==> src/sv/mse_pkg.sv <==
// Package for the Morse symbol encoder: symbol codes, character classes,
// the descriptor passed between the front and back parts, and code tables.
// It has no dependencies.
package mse_pkg;

    localparam int QUEUE_DEPTH = 2;
    localparam int MAX_SYMS    = 6;
    localparam int CODE_LEN    = 5;

    typedef enum logic [1:0] {
        SYM_DASH       = 2'd0,
        SYM_DOT        = 2'd1,
        SYM_LETTER_GAP = 2'd2,
        SYM_WORD_GAP   = 2'd3
    } sym_t;

    typedef enum logic [1:0] {
        CLS_SPACE = 2'd0,
        CLS_CODE  = 2'd1,
        CLS_BAD   = 2'd2
    } cls_t;

    localparam logic [7:0] CHAR_SPACE = 8'h20;

    // One accepted character, ready to be played out symbol by symbol.
    typedef struct packed {
        logic [MAX_SYMS-1:0][1:0] syms;
        logic [2:0]               cnt;
        logic                     bad;
        logic                     eom;
    } desc_t;

    // Codes are left-justified: the first symbol is the top bit, 1 is a dot.
    localparam logic [4:0] LETTER_CODE [26] = '{
        5'b10000, 5'b01110, 5'b01010, 5'b01100, 5'b10000, 5'b11010,
        5'b00100, 5'b11110, 5'b11000, 5'b10000, 5'b01000, 5'b10110,
        5'b00000, 5'b01000, 5'b00000, 5'b10010, 5'b00100, 5'b10100,
        5'b11100, 5'b00000, 5'b11000, 5'b11100, 5'b10000, 5'b01100,
        5'b01000, 5'b00110
    };

    localparam logic [2:0] LETTER_LEN [26] = '{
        3'd2, 3'd4, 3'd4, 3'd3, 3'd1, 3'd4, 3'd3, 3'd4, 3'd2, 3'd4,
        3'd3, 3'd4, 3'd2, 3'd2, 3'd3, 3'd4, 3'd4, 3'd3, 3'd3, 3'd1,
        3'd3, 3'd4, 3'd3, 3'd4, 3'd4, 3'd4
    };

    localparam logic [4:0] DIGIT_CODE [10] = '{
        5'b00000, 5'b10000, 5'b11000, 5'b11100, 5'b11110,
        5'b11111, 5'b01111, 5'b00111, 5'b00011, 5'b00001
    };

    function automatic cls_t classify(input logic [7:0] ch);
        cls_t c;
        c = CLS_BAD;
        if (ch == CHAR_SPACE)
        begin
            c = CLS_SPACE;
        end
        else if ((ch >= 8'h41 && ch <= 8'h5A) || (ch >= 8'h61 && ch <= 8'h7A)
                 || (ch >= 8'h30 && ch <= 8'h39))
        begin
            c = CLS_CODE;
        end
        return c;
    endfunction

    function automatic logic is_digit(input logic [7:0] ch);
        return (ch[7:4] == 4'h3);
    endfunction

    function automatic logic [4:0] code_bits(input logic [7:0] ch);
        logic [4:0] idx;
        idx = ch[4:0] - 5'd1;
        if (is_digit(ch))
        begin
            return DIGIT_CODE[ch[3:0]];
        end
        return LETTER_CODE[idx];
    endfunction

    function automatic logic [2:0] code_len(input logic [7:0] ch);
        logic [4:0] idx;
        idx = ch[4:0] - 5'd1;
        if (is_digit(ch))
        begin
            return 3'(CODE_LEN);
        end
        return LETTER_LEN[idx];
    endfunction

endpackage

==> src/sv/mse_if.sv <==
// Valid/ready channel interfaces for characters in and symbols out.
// Depends on nothing.
interface mse_char_if;
    logic       valid;
    logic       ready;
    logic [7:0] character;
    logic       end_of_message;

    modport source (output valid, output character, output end_of_message, input ready);
    modport sink (input valid, input character, input end_of_message, output ready);
endinterface

interface mse_sym_if;
    logic       valid;
    logic       ready;
    logic [1:0] symbol;
    logic       bad_character;
    logic       last_of_item;
    logic       message_done;

    modport source (output valid, output symbol, output bad_character,
                    output last_of_item, output message_done, input ready);
    modport sink (input valid, input symbol, input bad_character,
                  input last_of_item, input message_done, output ready);
endinterface

==> src/sv/mse_front.sv <==
// Front part: classifies each character and builds its symbol descriptor.
// Depends on mse_pkg and mse_char_if.
module mse_front
(
    input  logic            clk,
    input  logic            rst_n,
    mse_char_if.sink        chars,
    output logic            push_valid,
    input  logic            push_ready,
    output mse_pkg::desc_t  push_data
);

    logic                 prev_letter_reg;
    logic                 prev_letter_next;
    mse_pkg::cls_t        cls;
    logic [4:0]           bits;
    logic [2:0]           len;
    logic [4:0][1:0]      code_syms;
    logic                 accept;

    assign cls         = mse_pkg::classify(chars.character);
    assign bits        = mse_pkg::code_bits(chars.character);
    assign len         = mse_pkg::code_len(chars.character);
    assign chars.ready = push_ready;
    assign push_valid  = chars.valid;
    assign accept      = chars.valid && push_ready;

    always_comb
    begin
        for (int i = 0; i < mse_pkg::CODE_LEN; i++)
        begin
            code_syms[i] = bits[mse_pkg::CODE_LEN-1-i] ? mse_pkg::SYM_DOT : mse_pkg::SYM_DASH;
        end
    end

    always_comb
    begin
        push_data.eom  = chars.end_of_message;
        push_data.bad  = 1'b0;
        push_data.cnt  = 3'd1;
        push_data.syms = '0;
        case (cls)
            mse_pkg::CLS_SPACE:
            begin
                push_data.syms[0] = mse_pkg::SYM_WORD_GAP;
            end
            mse_pkg::CLS_CODE:
            begin
                if (prev_letter_reg)
                begin
                    push_data.syms = {code_syms, mse_pkg::SYM_LETTER_GAP};
                    push_data.cnt  = len + 3'd1;
                end
                else
                begin
                    push_data.syms = {2'b00, code_syms};
                    push_data.cnt  = len;
                end
            end
            default:
            begin
                push_data.syms[0] = mse_pkg::SYM_DASH;
                push_data.bad     = 1'b1;
            end
        endcase
    end

    always_comb
    begin
        prev_letter_next = prev_letter_reg;
        if (accept)
        begin
            prev_letter_next = (cls == mse_pkg::CLS_CODE) && !chars.end_of_message;
        end
    end

    always_ff @(posedge clk or negedge rst_n)
    begin
        if (!rst_n)
        begin
            prev_letter_reg <= 1'b0;
        end
        else
        begin
            prev_letter_reg <= prev_letter_next;
        end
    end

endmodule

==> src/sv/mse_queue.sv <==
// Short descriptor queue between the front and back parts.
// Depends on mse_pkg.
module mse_queue
#(
    parameter int DEPTH = mse_pkg::QUEUE_DEPTH
)
(
    input  logic            clk,
    input  logic            rst_n,
    input  logic            push_valid,
    output logic            push_ready,
    input  mse_pkg::desc_t  push_data,
    output logic            pop_valid,
    input  logic            pop_ready,
    output mse_pkg::desc_t  pop_data
);

    localparam int PTR_W = (DEPTH > 1) ? $clog2(DEPTH) : 1;
    localparam int CNT_W = $clog2(DEPTH + 1);

    mse_pkg::desc_t     entries_reg [DEPTH];
    logic [PTR_W-1:0]   wr_ptr_reg;
    logic [PTR_W-1:0]   wr_ptr_next;
    logic [PTR_W-1:0]   rd_ptr_reg;
    logic [PTR_W-1:0]   rd_ptr_next;
    logic [CNT_W-1:0]   count_reg;
    logic [CNT_W-1:0]   count_next;
    logic               push;
    logic               pop;

    assign push_ready = (count_reg != CNT_W'(DEPTH));
    assign pop_valid  = (count_reg != '0);
    assign pop_data   = entries_reg[rd_ptr_reg];
    assign push       = push_valid && push_ready;
    assign pop        = pop_valid && pop_ready;

    always_comb
    begin
        wr_ptr_next = wr_ptr_reg;
        rd_ptr_next = rd_ptr_reg;
        count_next  = count_reg;
        if (push)
        begin
            wr_ptr_next = (wr_ptr_reg == PTR_W'(DEPTH - 1)) ? '0 : wr_ptr_reg + 1'b1;
        end
        if (pop)
        begin
            rd_ptr_next = (rd_ptr_reg == PTR_W'(DEPTH - 1)) ? '0 : rd_ptr_reg + 1'b1;
        end
        if (push && !pop)
        begin
            count_next = count_reg + 1'b1;
        end
        else if (pop && !push)
        begin
            count_next = count_reg - 1'b1;
        end
    end

    always_ff @(posedge clk)
    begin
        if (push)
        begin
            entries_reg[wr_ptr_reg] <= push_data;
        end
    end

    always_ff @(posedge clk or negedge rst_n)
    begin
        if (!rst_n)
        begin
            wr_ptr_reg <= '0;
            rd_ptr_reg <= '0;
            count_reg  <= '0;
        end
        else
        begin
            wr_ptr_reg <= wr_ptr_next;
            rd_ptr_reg <= rd_ptr_next;
            count_reg  <= count_next;
        end
    end

    a_count_in_range: assert property (@(posedge clk) disable iff (!rst_n)
        count_reg <= CNT_W'(DEPTH))
        else $error("queue occupancy exceeds its depth");

    a_full_no_growth: assert property (@(posedge clk) disable iff (!rst_n)
        (count_reg == CNT_W'(DEPTH)) |=> (count_reg <= CNT_W'(DEPTH)) && $past(!push))
        else $error("transaction pushed into a full queue");

    a_empty_after_drain: assert property (@(posedge clk) disable iff (!rst_n)
        (pop && !push && count_reg == CNT_W'(1)) |=> !pop_valid)
        else $error("queue not empty after its last entry left");

endmodule

==> src/sv/mse_back.sv <==
// Back part: plays a descriptor out as one symbol transaction per cycle while the output is ready.
// Depends on mse_pkg and mse_sym_if.
module mse_back
(
    input  logic            clk,
    input  logic            rst_n,
    input  logic            pop_valid,
    output logic            pop_ready,
    input  mse_pkg::desc_t  pop_data,
    mse_sym_if.source       symbols
);

    logic                                 cur_valid_reg;
    logic                                 cur_valid_next;
    logic [mse_pkg::MAX_SYMS-1:0][1:0]    syms_reg;
    logic [mse_pkg::MAX_SYMS-1:0][1:0]    syms_next;
    logic [2:0]                           cnt_reg;
    logic [2:0]                           cnt_next;
    logic                                 bad_reg;
    logic                                 bad_next;
    logic                                 eom_reg;
    logic                                 eom_next;
    logic                                 last;
    logic                                 sent;

    assign last                  = (cnt_reg == 3'd1);
    assign sent                  = symbols.valid && symbols.ready;
    assign pop_ready             = !cur_valid_reg || (sent && last);
    assign symbols.valid         = cur_valid_reg;
    assign symbols.symbol        = syms_reg[0];
    assign symbols.bad_character = bad_reg;
    assign symbols.last_of_item  = last;
    assign symbols.message_done  = last && eom_reg;

    always_comb
    begin
        cur_valid_next = cur_valid_reg;
        syms_next      = syms_reg;
        cnt_next       = cnt_reg;
        bad_next       = bad_reg;
        eom_next       = eom_reg;
        if (pop_ready)
        begin
            cur_valid_next = pop_valid;
            syms_next      = pop_data.syms;
            cnt_next       = pop_data.cnt;
            bad_next       = pop_data.bad;
            eom_next       = pop_data.eom;
        end
        else if (sent)
        begin
            syms_next = {2'b00, syms_reg[mse_pkg::MAX_SYMS-1:1]};
            cnt_next  = cnt_reg - 3'd1;
        end
    end

    always_ff @(posedge clk or negedge rst_n)
    begin
        if (!rst_n)
        begin
            cur_valid_reg <= 1'b0;
            cnt_reg       <= '0;
        end
        else
        begin
            cur_valid_reg <= cur_valid_next;
            cnt_reg       <= cnt_next;
        end
    end

    always_ff @(posedge clk)
    begin
        syms_reg <= syms_next;
        bad_reg  <= bad_next;
        eom_reg  <= eom_next;
    end

    a_count_nonzero: assert property (@(posedge clk) disable iff (!rst_n)
        cur_valid_reg |-> (cnt_reg != 3'd0 && cnt_reg <= 3'(mse_pkg::MAX_SYMS)))
        else $error("active descriptor has no symbols left");

    a_mid_item_continues: assert property (@(posedge clk) disable iff (!rst_n)
        (sent && !last) |=> symbols.valid && cnt_reg == $past(cnt_reg) - 3'd1)
        else $error("symbol transaction lost inside a character");

    a_bad_single: assert property (@(posedge clk) disable iff (!rst_n)
        (symbols.valid && symbols.bad_character)
            |-> (last && symbols.symbol == mse_pkg::SYM_DASH))
        else $error("bad character result is not a single dash result");

endmodule

==> src/sv/morse_symbol_encoder.sv <==
// Morse symbol encoder: an accepted character is registered in the descriptor queue and then in
// the back part's output register before its first symbol. It gives one symbol transaction per
// cycle while the output is ready, one to six in all; the back part is the limit.
// Reset clears the letter-gap memory, the descriptor queue and the output valid and count.
// Depends on mse_pkg, mse_if, mse_front, mse_queue and mse_back.
module morse_symbol_encoder
#(
    parameter int QUEUE_DEPTH = mse_pkg::QUEUE_DEPTH
)
(
    input  logic        clk,
    input  logic        rst_n,
    mse_char_if.sink    chars,
    mse_sym_if.source   symbols
);

    logic            push_valid;
    logic            push_ready;
    mse_pkg::desc_t  push_data;
    logic            pop_valid;
    logic            pop_ready;
    mse_pkg::desc_t  pop_data;

    mse_front u_front
    (
        .clk        (clk),
        .rst_n      (rst_n),
        .chars      (chars),
        .push_valid (push_valid),
        .push_ready (push_ready),
        .push_data  (push_data)
    );

    mse_queue #(.DEPTH(QUEUE_DEPTH)) u_queue
    (
        .clk        (clk),
        .rst_n      (rst_n),
        .push_valid (push_valid),
        .push_ready (push_ready),
        .push_data  (push_data),
        .pop_valid  (pop_valid),
        .pop_ready  (pop_ready),
        .pop_data   (pop_data)
    );

    mse_back u_back
    (
        .clk       (clk),
        .rst_n     (rst_n),
        .pop_valid (pop_valid),
        .pop_ready (pop_ready),
        .pop_data  (pop_data),
        .symbols   (symbols)
    );

endmodule
==> src/flat_wrapper.sv <==
// flat-port wrapper written by rule: the top's interface ports become plain ports
module morse_symbol_encoder_flat 
#(
    parameter int QUEUE_DEPTH = mse_pkg::QUEUE_DEPTH
)
  (clk, rst_n, chars_valid, chars_character, chars_end_of_message, chars_ready, symbols_valid, symbols_symbol, symbols_bad_character, symbols_last_of_item, symbols_message_done, symbols_ready);
  mse_char_if chars_i ();
  mse_sym_if symbols_i ();
  input  logic clk;
  input  logic rst_n;
  input wire logic [$bits(chars_i.valid)-1:0] chars_valid;
  input wire logic [$bits(chars_i.character)-1:0] chars_character;
  input wire logic [$bits(chars_i.end_of_message)-1:0] chars_end_of_message;
  output wire logic [$bits(chars_i.ready)-1:0] chars_ready;
  output wire logic [$bits(symbols_i.valid)-1:0] symbols_valid;
  output wire logic [$bits(symbols_i.symbol)-1:0] symbols_symbol;
  output wire logic [$bits(symbols_i.bad_character)-1:0] symbols_bad_character;
  output wire logic [$bits(symbols_i.last_of_item)-1:0] symbols_last_of_item;
  output wire logic [$bits(symbols_i.message_done)-1:0] symbols_message_done;
  input wire logic [$bits(symbols_i.ready)-1:0] symbols_ready;
  assign chars_i.valid = chars_valid;
  assign chars_i.character = chars_character;
  assign chars_i.end_of_message = chars_end_of_message;
  assign chars_ready = chars_i.ready;
  assign symbols_valid = symbols_i.valid;
  assign symbols_symbol = symbols_i.symbol;
  assign symbols_bad_character = symbols_i.bad_character;
  assign symbols_last_of_item = symbols_i.last_of_item;
  assign symbols_message_done = symbols_i.message_done;
  assign symbols_i.ready = symbols_ready;
  morse_symbol_encoder #(.QUEUE_DEPTH(QUEUE_DEPTH)) u_core (.clk(clk), .rst_n(rst_n), .chars(chars_i), .symbols(symbols_i));
endmodule
==> config.mk <==
export PLATFORM = sky130hd
export DESIGN_NAME = morse_symbol_encoder_flat
export DESIGN_NICKNAME = d
export VERILOG_FILES = /design/src/sv/mse_pkg.sv /design/src/sv/mse_if.sv /design/src/sv/mse_front.sv /design/src/sv/mse_queue.sv /design/src/sv/mse_back.sv /design/src/sv/morse_symbol_encoder.sv /design/src/flat_wrapper.sv
export SDC_FILE = /design/constraint.sdc
export NUM_CORES = 1
export LEC_CHECK = 0
export ABC_AREA = 1
export BUFFER_PORTS_ARGS = -buffer_cell sky130_fd_sc_hd__buf_4
export CAP_MARGIN = 20
export CORE_MARGIN = 2
export CORE_UTILIZATION = 54
export DETAILED_ROUTE_END_ITERATION = 10
export PLACE_DENSITY = 0.76
export RECOVER_POWER = 100
export SLEW_MARGIN = 10
export SYNTH_ARGS = -nofsm -noshare
export SYNTH_HDL_FRONTEND = slang
export SYNTH_SLANG_ARGS = --single-unit
export TNS_END_PERCENT = 100
==> constraint.sdc <==
create_clock -name clk -period 1.9 [get_ports clk]
set_input_delay 0.285 -clock clk [delete_from_list [all_inputs] [get_ports clk]]
set_output_delay 0.285 -clock clk [all_outputs]
set_load 0.1 [all_outputs]
==> results of run 1 <==
## power by group through the flow
stage,clock [mW],sequential [mW],combinational (mW)
floorplan,0,1.58,1.17
global placement,0,1.52,1.60
detailed placement,0,1.54,1.64
CTS,0.724,1.52,1.69
global route,0.760,1.56,1.84
finish,0.715,1.52,1.69
## logic make-up after synthesis
kind of cell,Yosys count
AND/OR/NAND/NOR,145
AO/OA/AOI/OAI,48
flip-flops,42
buffers and inverters,40
adder cells (fa/ha/maj),14
XOR/XNOR,4
## synth_stat cells, types with 2 or more instances
library cell / n
nand2_1: 73
edfxtp_1: 33
nor2_1: 30
nand3_1: 29
inv_1: 27
o21ai_0: 16
ha_1: 14
a21oi_1: 12
dfrtp_1: 9
a31oi_1: 5
inv_2: 4
o211ai_1: 4
o21ai_1: 4
buf_2: 3
clkbuf_1: 3
nand2_2: 3
buf_4: 2
nand2_4: 2
o21a_1: 2
or2_2: 2
xnor2_1: 2
xor2_1: 2
## repair_timing
action,CTS,global route
endpoints found under the hold margin,9,0
hold buffers,1,0
resized for setup,12,29
gates cloned,0,0
pin swaps,8,22
setup endpoints to repair,5,13
buffers inserted,8,1
## worst min-delay path by stage
| stage | start | end | slack [ns] |
|---|---|---|---|
| after floorplan | rst_n | u_core.u_back.cnt_reg[0] | -0.01 |
| after global placement | rst_n | u_core.u_back.cnt_reg[2] | 0.12 |
| after detailed placement | rst_n | u_core.u_back.cnt_reg[2] | 0.12 |
| after CTS | chars_end_of_message | u_core.u_queue.entries_reg[0][0] | 0.18 |
| after global routing | chars_end_of_message | u_core.u_queue.entries_reg[0][0] | 0.24 |
| final | chars_end_of_message | u_core.u_queue.entries_reg[0][0] | 0.23 |
## metrics by stage
step                cells  util, %  cell area, um^2  TNS (ns)
floorplan             293        -             2600    -0.920
global placement      387     67.5             2980     -2.23
detailed placement    387     67.5             2980     -3.48
CTS                   404     72.5             3200   -0.0199
global route          405     73.4             3240     -1.02
finish                405     73.4             3240   -0.0714
## placed cells by master, fill, tap and decap left out, types with 3 or more instances in the layout
cell type	count
a21oi_1	11
a31oi_1	5
buf_4	42
buf_6	3
clkbuf_1	5
clkbuf_2	6
clkbuf_8	6
dfrtp_1	8
edfxtp_1	33
ha_1	11
ha_4	3
inv_1	20
inv_2	8
nand2_1	64
nand2_2	8
nand2_4	5
nand3_1	25
nand3_2	4
nor2_1	24
nor2_2	7
o211ai_1	4
o21ai_0	11
o21ai_1	6
o21ai_2	3
## cell type report
type	count	area share, %
clock buffers	7	2.67
repair buffers	61	13.7
clock inverters	1	0.927
inverters	31	4.17
multi-input cells	211	38.9
well taps	52	2.01
flip-flops and latches	42	37.7
## metal layers
metal  GRT usage [%]  part of all wire (%)  up-vias
li1                -                     -     1101
met1            25.9                    41      980
met2            43.3                    52       53
met3            2.64                   2.5       24
met4            11.5                   4.5        0
met5               0                     0        -
==> impl_metrics.py, run 1 <==
metrics = {
    "floorplan": {
        "core_area_um2": 4410,
        "die_w_um": 72.1,
        "row_count": 24,
        "die_area_um2": 5200,
        "die_y_um": 72.1,
        "start_util_pct": 56.7,
        "ios": 20,
    },
    "logic_synthesis": {
        "synth.distinct_cells": 34,
        "synth_edf_count": 33,
        "synth_compound_area_share_pct": 11.0,
        "yosys_register_bits": 42,
        "ys.flop_type": "edfxtp_1",
        "synthMuxAreaShare_pct": 0,
        "synth-async-reset-ratio_pct": 21.4,
        "avgSynthCellArea_um2": 8.55,
        "synthTopCellsByArea": "edfxtp_1 (40%), nand2_1 (11%), dfrtp_1 (9.0%)",
        "synth_warnings": 0,
        "synth_simple_gate_area_share_pct": 25.3,
        "syn-num-nets": 320,
        "synth_adder_area_share_pct": 6.99,
        "synth_xor_area_share_pct": 1.40,
        "synth_top_area_share_pct": 39.6,
        "synth_area_um2": 2500,
        "synth_top_cell_by_area": "edfxtp_1",
        "ys_seq_area_share_pct": 48.6,
        "netlist_instances": 293,
        "synth_top_family_by_area": "simple AND/OR/NAND/NOR gates",
    },
    "clocking": {
        "clk_pin_slew_ns": 0.08,
        "root_buffer": "clkbuf_8",
        "cts_num_sinks": 42,
        "numCtsBuffers": 5,
        "clk_path_buf_depth": 2,
        "clock_latency_ns": 0.29,
        "htree_levels": 2,
        "cts_tree": "built",
    },
    "hold_path": {
        "hold_path_depth": 1,
        "hold_path_class": "in2reg",
    },
    "layout": {
        "multi_input_area_um2": 1260,
        "syn2layout_area_growth_pct": 29.3,
        "largest_register_ffs": 24,
        "fillers": 323,
        "fin_nets": 379,
        "diodes": 0,
        "drive_gt1_share_pct": 31.4,
        "ff_latch_area_um2": 1220,
    },
    "sta": {
        "worst_pin_slew_ns": 0.708,
        "finalCritPeriodShare_pct": 102,
        "slew_headroom_pct": 52.8,
        "grt_setup_unrepaired": "yes",
        "period_needed_ns": 1.94,
        "setup_viol": 2,
        "finalMaxSlewViolations": 0,
        "clock.fmax_mhz": 516,
        "skew_ns": 0.00836,
        "hold_ws_ns": 0.229,
        "fin_ws_ns": -0.0387,
        "hold_viol": 0,
    },
    "pwr": {
        "irDropWorstVdd_mv": 0.533,
        "p_int_mw": 2.32,
        "power.density_nw_per_um2": 1210,
        "clock_power_share_pct": 18.2,
        "finalPower_mw": 3.92,
        "pwr-share-comb_pct": 43.0,
        "leakagePower_nw": 1.46,
        "switching_power_mw": 1.60,
        "p_seq_share_pct": 38.7,
        "switching_share_pct": 40.9,
    },
    "worst_setup_path": {
        "worstPathBufferInverterCount": 4,
        "critPathArrivalTime_ns": 1.97,
        "path_depth": 14,
        "r2r_setup_slack_ns": 0.02,
        "path_delay_family": "adder cells",
        "worst_setup_path_end_kind": "flop",
        "worstSetupPathType": "in2reg",
        "critical_path.max_stage_delay_ns": 0.31,
        "critPathLaunch": "chars_character[1]",
        "rr_endpoint": "u_core.u_queue.count_reg[1]",
        "r2r-start": "u_core.u_back.cnt_reg[1]",
        "endpoint": "u_core.u_queue.entries_reg[1][3]",
        "cp_max_fo": 7,
        "critPathSlowestCell": "ha_4",
        "cp_cell_sequence": "buf_8, clkinvlp_4, ha_4, inv_4, ha_4, buf_6, nand2_2, nand3_2, nand2_1, nand2_2, nand2_4, ha_4, o211ai_1, a21oi_2",
        "reg2reg_depth": 11,
        "startpoint_type": "input pin",
        "cp.required_ns": 1.93,
        "critPathMostFrequentCell": "ha_4",
    },
    "routing": {
        "drt_iter0_markers": 112,
        "vias": 2158,
        "drt-vias-per-instance": 5.33,
        "routedWlPerCell_um": 13.8,
        "drt-pass1-iter-count": 4,
        "drcViolationCount": 0,
        "drt-total-wl_um": 5570,
        "drtAntennaViolNets": 0,
    },
    "grt": {
        "grt_max_degree": 17,
        "grt_use_total_pct": 23.2,
        "grt_overflow": 0,
        "antenna_found_initial": 0,
        "grt_pass1_wl_um": 9400,
        "grt_pass1_vias": 2179,
    },
    "place": {
        "dpl.hpwl_um": 4070,
        "dp_worst_setup_slack_ns": -0.394,
        "finalWeightedCongestion": 0.939,
        "io_buffers": 19,
    },
    "status": {
        "outcome": "finished with violations",
        "failed_checks": "negative setup slack",
    },
    "flow_run": {
        "max_cap_violations": 0,
    },
}
Note: power is estimated with default switching activity, not from simulation.
==> inputs of run 2 (changes only) <==
CORE_MARGIN = default   (was 2)
==> run 2 against run 1 <==
Net effect:
- the flow still finishes with violations (negative setup slack)
- critical path depth up 1
- utilization is 0.51 points lower
- die area fell by 5.5%
- clock-buffer cell count fell by 2
- register-to-register slack gained 0.06 ns
- wire length down 2.3%
- fmax is essentially flat
- setup slack worse by 0.00098 ns
- first-iteration DRC count up 52%
- combinational power increased by 2%
- power rose by 0.44%
- largest cell class unchanged
- highest routed layer unchanged
==> impl_metrics.py, run 2 (synthesis gave the netlist of run 1 again) <==
metrics = {
    "floorplan": {
        "die_y_um": 70.1,
        "die_area_um2": 4920,
        "start_util_pct": 56.7,
        "core_area_um2": 4410,
        "row_count": 24,
        "die_w_um": 70.1,
        "ios": 20,
    },
    "grt": {
        "grt_max_degree": 17,
        "antenna_found_initial": 0,
        "grt_overflow": 0,
        "grt_pass1_wl_um": 9400,
        "grt_use_total_pct": 24.5,
        "grt_pass1_vias": 2093,
    },
    "worst_setup_path": {
        "cp_cell_sequence": "buf_8, clkinvlp_4, ha_4, inv_4, ha_4, buf_6, o21ai_2, inv_2, o21ai_2, nand2_1, nand3_2, inv_2, ha_4, o211ai_1, a21oi_2",
        "cp_max_fo": 7,
        "cp.required_ns": 1.94,
        "critPathMostFrequentCell": "ha_4",
        "critPathSlowestCell": "ha_4",
        "startpoint_type": "input pin",
        "worst_setup_path_end_kind": "flop",
        "critPathArrivalTime_ns": 1.98,
        "critical_path.max_stage_delay_ns": 0.21,
        "worstSetupPathType": "in2reg",
    },
    "clocking": {
        "numCtsBuffers": 5,
        "cts_tree": "built",
        "htree_levels": 2,
        "cts_num_sinks": 42,
        "clk_path_buf_depth": 2,
        "clk_pin_slew_ns": 0.08,
        "root_buffer": "clkbuf_8",
        "clock_latency_ns": 0.29,
    },
    "sta": {
        "tns_ns": -0.0791,
        "hold_viol": 0,
        "slew_headroom_pct": 63.0,
        "grt_setup_unrepaired": "yes",
        "finalMaxSlewViolations": 0,
        "worst_pin_slew_ns": 0.556,
        "finalCritPeriodShare_pct": 102,
        "clock.fmax_mhz": 516,
        "skew_ns": 0.00879,
        "period_needed_ns": 1.94,
        "setup_viol": 2,
        "hold_ws_ns": 0.229,
        "fin_ws_ns": -0.0396,
    },
    "layout": {
        "final_core_util_pct": 72.9,
        "fin_nets": 382,
        "drive_gt1_share_pct": 30.1,
        "diodes": 0,
        "layout_commonest_cell": "nand2_1",
        "largest_register_ffs": 24,
        "syn2layout_area_growth_pct": 28.4,
        "final_cell_mix": "nand2_1 (68), buf_4 (47), edfxtp_1 (33)",
    },
    "routing": {
        "drt_iter0_markers": 170,
        "drtAntennaViolNets": 0,
        "drt-total-wl_um": 5440,
        "drcViolationCount": 0,
        "routedWlPerCell_um": 13.3,
        "drt-vias-per-instance": 5.36,
        "drt-pass1-iter-count": 4,
        "vias": 2186,
    },
    "pwr": {
        "finalPower_mw": 3.93,
        "leakagePower_nw": 1.47,
        "power.density_nw_per_um2": 1220,
        "irDropWorstVdd_mv": 0.523,
    },
    "place": {
        "dpl.hpwl_um": 4000,
        "io_buffers": 19,
        "dp_worst_setup_slack_ns": -0.360,
        "finalWeightedCongestion": 0.899,
    },
    "hold_path": {
        "hold_path_class": "in2reg",
    },
    "status": {
        "outcome": "finished with violations",
        "failed_checks": "negative setup slack",
    },
    "flow_run": {
        "max_cap_violations": 0,
    },
}
[run 2: layout make-up]
cell class / count / area (um^2)
clock buffer: 5 / 68.8
timing repair buffer: 64 / 467
multi-input combinational: 211 / 1220
fill: 327 / 1200
tap: 52 / 65.1
inverter: 31 / 135
sequential: 42 / 1220
clock inverter: 3 / 40.0
[run 2: through the flow]
| step | instances | instance area, um^2 |
|---|---|---|
| after floorplan | 293 | 2600 |
| after global placement | 388 | 2990 |
| after detailed placement | 388 | 2990 |
| after CTS | 406 | 3200 |
| after global routing | 408 | 3220 |
| final | 408 | 3220 |
[run 2: where the power goes]
| group | internal (mW) | leakage [nW] | switching [mW] |
|---|---|---|---|
| Combinational | 0.568 | 0.988 | 1.16 |
| Sequential | 1.36 | 0.419 | 0.163 |
| Clock | 0.387 | 0.0579 | 0.299 |
[run 2: worst max-delay path: cells and delay by family]
family	cells	cell delay, ns
AO/OA/AOI/OAI	4	0.49
adder cells (fa/ha/maj)	3	0.58
buffers and inverters	6	0.47
AND/OR/NAND/NOR	2	0.15
[run 2: timing repair]
action                     in CTS  in global routing
hold buffers                    1                  0
setup endpoints to repair       5                 13
buffers inserted                9                  2
pin swaps                       7                 11
cloned                          0                  0
gates resized for setup         8                 19
hold endpoints to repair        9                  0
[run 2: worst paths after layout]
check,start,slack (ns),endpoint,depth (start not counted)
max,chars_character[1],-0.04,u_core.u_queue.entries_reg[0][3],15
min,chars_end_of_message,0.23,u_core.u_queue.entries_reg[1][0],1
max reg2reg,u_core.u_back.cnt_reg[1],0.08,u_core.u_queue.count_reg[1],11
min reg2reg,u_core.u_queue.count_reg[0],0.52,u_core.u_queue.count_reg[0],1
max in group asynchronous,rst_n,1.00,u_core.u_back.symbols.valid,2
min in group asynchronous,rst_n,0.49,u_core.u_queue.wr_ptr_reg,2
[run 2: routing by layer]
| metal | track usage, % | vias up | routed length (um) |
|---|---|---|---|
| li1 | - | 1103 | - |
| met4 | 10.9 | 0 | 137 |
| met1 | 28.3 | 1004 | 2140 |
| met3 | 3.46 | 16 | 218 |
| met5 | 0 | - | 0 |
| met2 | 44.8 | 63 | 2940 |
